## src/bia_ram.sv

```systemverilog
`timescale 1ns / 1ps
// ---------------------------------------------------------------------------
// Generic RAM
// One write port and one read port with registered read data.
// ---------------------------------------------------------------------------
module bia_ram #(
    parameter int WIDTH = 64,
    parameter int DEPTH = 64
) (
    input  logic                                       i_clk,
    input  logic                                       i_we,
    input  logic [((DEPTH > 1) ? $clog2(DEPTH) : 1)-1:0] i_waddr,
    input  logic [WIDTH-1:0]                           i_wdata,
    input  logic                                       i_re,
    input  logic [((DEPTH > 1) ? $clog2(DEPTH) : 1)-1:0] i_raddr,
    output logic [WIDTH-1:0]                           o_rdata
);

    logic [WIDTH-1:0] mem [DEPTH];
    logic [WIDTH-1:0] r_rdata;

    always_ff @(posedge i_clk) begin
        if (i_we) begin
            mem[i_waddr] <= i_wdata;
        end
        if (i_re) begin
            r_rdata <= mem[i_raddr];
        end
    end

    assign o_rdata = r_rdata;

endmodule

```

## config.mk

```make
export PLATFORM = sky130hd
export DESIGN_NAME = bia_ram
export DESIGN_NICKNAME = d
export VERILOG_FILES = /design/src/bia_ram.sv
export SDC_FILE = /design/constraint.sdc
export NUM_CORES = 2
export LEC_CHECK = 0
export BUFFER_PORTS_ARGS = -buffer_cell sky130_fd_sc_hd__buf_2
export CAP_MARGIN = 20
export CORE_ASPECT_RATIO = 0.5
export CORE_UTILIZATION = 45
export DETAILED_ROUTE_END_ITERATION = 12
export PLACE_DENSITY = 0.63
export SETUP_SLACK_MARGIN = 0.2
export SYNTH_ARGS = -nofsm -noshare
export SYNTH_HDL_FRONTEND = slang
export SYNTH_SLANG_ARGS = --single-unit
```

## constraint.sdc

```tcl
create_clock -name i_clk -period 5.4 [get_ports i_clk]
set_input_delay 0.27 -clock i_clk [delete_from_list [all_inputs] [get_ports i_clk]]
set_output_delay 0.27 -clock i_clk [all_outputs]
set_load 0.02 [all_outputs]
```

**After elaboration in Yosys (flattened, before gate mapping)**

Memories as Yosys holds them, arrays and structs flattened. A register that Yosys moved wholly into a read port is not among the register bits.
Cells that the tools add are included.

- $mul: 0
- Add/sub/neg operators: 0
- Shift operators: 0
- Reductions and logical operators: 0
- Equality and inequality tests: 0
- Bitwise logic cells: 0
- Multiplexer cells: 2
- Div/mod/pow operators: 0
- Order comparisons: 0

Operators by type and width:

| cell | count |
|---|---|
| 1-bit 2-to-1 mux | 2 |

- Output and inout bits: 64
- Latch bits: 0
- RAM bits: 4096
- Input bits: 79
- Memories: 1
- Register bits: 0
- Bits in read-only memories: 0
- Word-level logic and storage cells: 3

Memory list:

| memory | words | bits a word | rd ports | clocked after Yosys merged registers in | wr ports | line | text |
|---|---|---|---|---|---|---|---|
| mem | 64 | 64 | 1 | 1 | 1 | 19 | `logic [WIDTH-1:0] mem [DEPTH];` |

**Longest topological paths before layout**

- Depth after elaboration: 2
- Gate-level depth with buffers: 9
- Mapped depth without buffers: 5

**Worst setup path before layout**

No wires, ideal clock.

- Kind: input port to flip-flop
- Start: input port i_waddr[3] in the netlist's numbering
- End: memory mem[48][0] (enable)
- Arrival time: 5.142 ns
- Slack: -0.306 ns
- Stages: 4
- Cell sequence: clkbuf_1 -> nor2b_1 -> nand4b_1 -> nor3_1

RTL lines:

| item | line | text |
|---|---|---|
| start: declaration | 12 | `input logic [((DEPTH > 1) ? $clog2(DEPTH) : 1)-1:0] i_waddr,` |
| end: declaration | 19 |  |

No word-level cell before the write port.

==> run metrics <==
status=finished clean; Non-Filler Instances=12,000; # IOs=143; crit path capture type=flip-flop; TritonCTS Buffers=370; core box area=0.345 mm2; FF-to-FF path depth=5; Worst Tran Pin Value=1.22 ns; sw frac=21.2%; PortBufs=142; Slew HR=18.6%; DR vias=76,500; share of flip-flops with an asynchronous set or reset=0%; smallest hold slack=0.0682 ns; Via density=6.40; combinational power share=4.8%; CTS tree=built; clock tree root buffer cell=clkbuf_16; number of global-route vias before repair=74,900; worst slack, placed=1.84 ns; Post CTS Setup Buffer Count=0; WP data arrival=3.18 ns; worst min path class=input port to flip-flop; Synth cell types=32; Final Hold Viols=0; Seq/Total Area, Yosys=79.6%; die width=837 um; RSZ-0062 raised after global routing=no; Final WS setup=2.82 ns; CP max stage cell=buf_8; Seq cells post-synth=4,160; max cap viols=0; CP Cell Sequence=buf_8 -> buf_12 -> buf_12 -> mux4_2 -> or3_1 -> a41oi_1 -> a211oi_1; final core utilization=51.5%; cell mode on critical path=buf_12; Post-Synthesis Cells=6,598; Buf/Inv on CP=3; clk slew on worst S/H paths=0.06 ns; Starting Density=45.5%; cell area after synthesis=0.157 mm2; Avg Cell Area, Syn=23.8 um2; YS warnings=0; first-pass GRT wire length=597 mm; antenna violations before repair=35; clock power share=39.8%; Synth Flop Type=edfxtp_1; Final Wtd Congestion=0.786; clock tree buffer depth=4; WP data required=6.00 ns; Layout area overhead=13.2%; worst hold stages=1; worst-skew pair later-pin latency=0.94 ns; CTS HTree Levels=5; largest net degree at the start of global routing=115; final worst-path cycle share=47.8%; wire per inst=36.1 um; die area=0.351 mm2; Final Max Slew Viols=0; # placed instances=11,200; HPWL after DPL=230 mm; GRT Total Usage=24.3%; Switch Pwr=13.8 mW; nets@finish=7,124; Setup-failing EPs final=0; Int Power=51.2 mW; hold buffers post-CTS=1; kind of cell adding the most delay to the critical path=buffers and inverters; crit-path max cell delay=0.55 ns; first drt pass iteration count=7; CP Launch Type=input port; number of flops mapped to enable cells by yosys=4,160; # rows=152; Max Fclk=387 MHz; Final Skew=0.0391 ns; final wirelength=432 mm; DR iter-0 viols=11,700; min Tclk post-route=2.58 ns; Setup TNS Final=0 ns; Vert. Die Dim=420 um; Worst Setup Path Type=input port to flip-flop; Post-DP Area=0.165 mm2; # fillers=26,400; Tot Pwr=65.0 mW; sequential share of power=55.3%; residual DRC count=0; Cell Pwr Density=366 mW/mm2; CP Depth=7; Critical Path Fanout Max=76; CTS Sinks=4,160; Routed Antenna Nets=0; fin area=0.178 mm2; fraction of layout cells with a size suffix above 1=28.0%; GRT Residual Overflow=0; Synthesized Nets=6,677; CTS resizes=0; peak supply drop=0.277 mV; Pleak=54.8 nW
[power groups by stage]
stage               clock (mW)  sequential (mW)  combinational (mW)
floorplan                    0             36.6                1.67
global placement             0             36.7                3.04
detailed placement           0             36.7                3.08
CTS                       26.2             36.0                3.09
global route              27.3             36.0                3.31
finish                    25.9             36.0                3.15
[synthesized netlist by cell type, types with 38 or more instances]
cell	count	area share (%)
nor2_1	112	0.27
nand2_1	58	0.14
a211oi_1	63	0.30
nand3_1	45	0.14
a22o_1	88	0.49
mux4_2	1024	15
clkbuf_1	140	0.33
a22oi_1	168	0.80
and3_1	64	0.26
o221ai_1	38	0.21
buf_2	170	0.54
o22ai_1	83	0.33
mux2i_1	135	0.86
edfxtp_1	4160	80
[area by class of cell]
| type | count | area, um2 | area share (%) |
|---|---|---|---|
| sequential | 4160 | 125000 | 70.3 |
| antenna | 18 | 45.0 | 0.0254 |
| timing repair buffer | 445 | 4540 | 2.55 |
| inverter | 19 | 71.3 | 0.0401 |
| clock buffer | 450 | 9770 | 5.50 |
| clock inverter | 202 | 1770 | 0.994 |
| multi-input combinational | 2049 | 30800 | 17.3 |
| tap | 4620 | 5780 | 3.25 |
[logic make-up after synthesis]
family / count (synthesis) / synth area share [%]
AOI/OAI and AO/OA: 504 / 2.47
muxes: 1159 / 15.6
and+or+nand+nor: 386 / 1.23
DFF: 4160 / 79.6
buffers and inverters: 389 / 1.18
[metal layers]
| layer | GRT usage (%) | vias to the layer above | part of all wire [%] | routed length, um |
|---|---|---|---|---|
| li1 | - | 29400 | - | - |
| met1 | 35.9 | 41800 | 40 | 175000 |
| met2 | 37.1 | 4473 | 45 | 196000 |
| met3 | 5.07 | 751 | 11 | 47300 |
| met4 | 6.76 | 20 | 3.1 | 13300 |
| met5 | 0 | - | 0.039 | 170 |
[registers in the layout (all words and copies together) (netlist names)]
register / flops
mem: 4096
o_rdata: 64
[path summary, 6_finish.rpt]
kind | startpoint | end | slack (ns)
max | i_raddr[2] | o_rdata[19] | 2.82
min | i_wdata[7] | mem[9][7] | 0.07
max reg2reg | mem[13][26] | o_rdata[26] | 3.10
min reg2reg | mem[39][30] | o_rdata[30] | 0.92
[placed cells by master (no fill, tap or decap), drive strengths merged, types with 26 or more instances in the layout]
cell / netlist / layout
a211oi: 63 / 63
edfxtp: 4160 / 4160
clkinv: 0 / 150
o221ai: 38 / 38
clkbuf: 140 / 450
a41oi: 26 / 26
a22oi: 168 / 168
mux4: 1024 / 1024
nand2: 58 / 58
mux2i: 135 / 135
or2: 28 / 28
bufinv: 0 / 28
or3: 29 / 29
nor2: 112 / 112
and3: 64 / 64
nor2b: 28 / 28
o22ai: 83 / 83
nand3: 45 / 45
dlygate4sd3: 0 / 26
buf: 230 / 419
inv: 19 / 29
a22o: 88 / 88
Note: power is estimated with default switching activity, not from simulation.
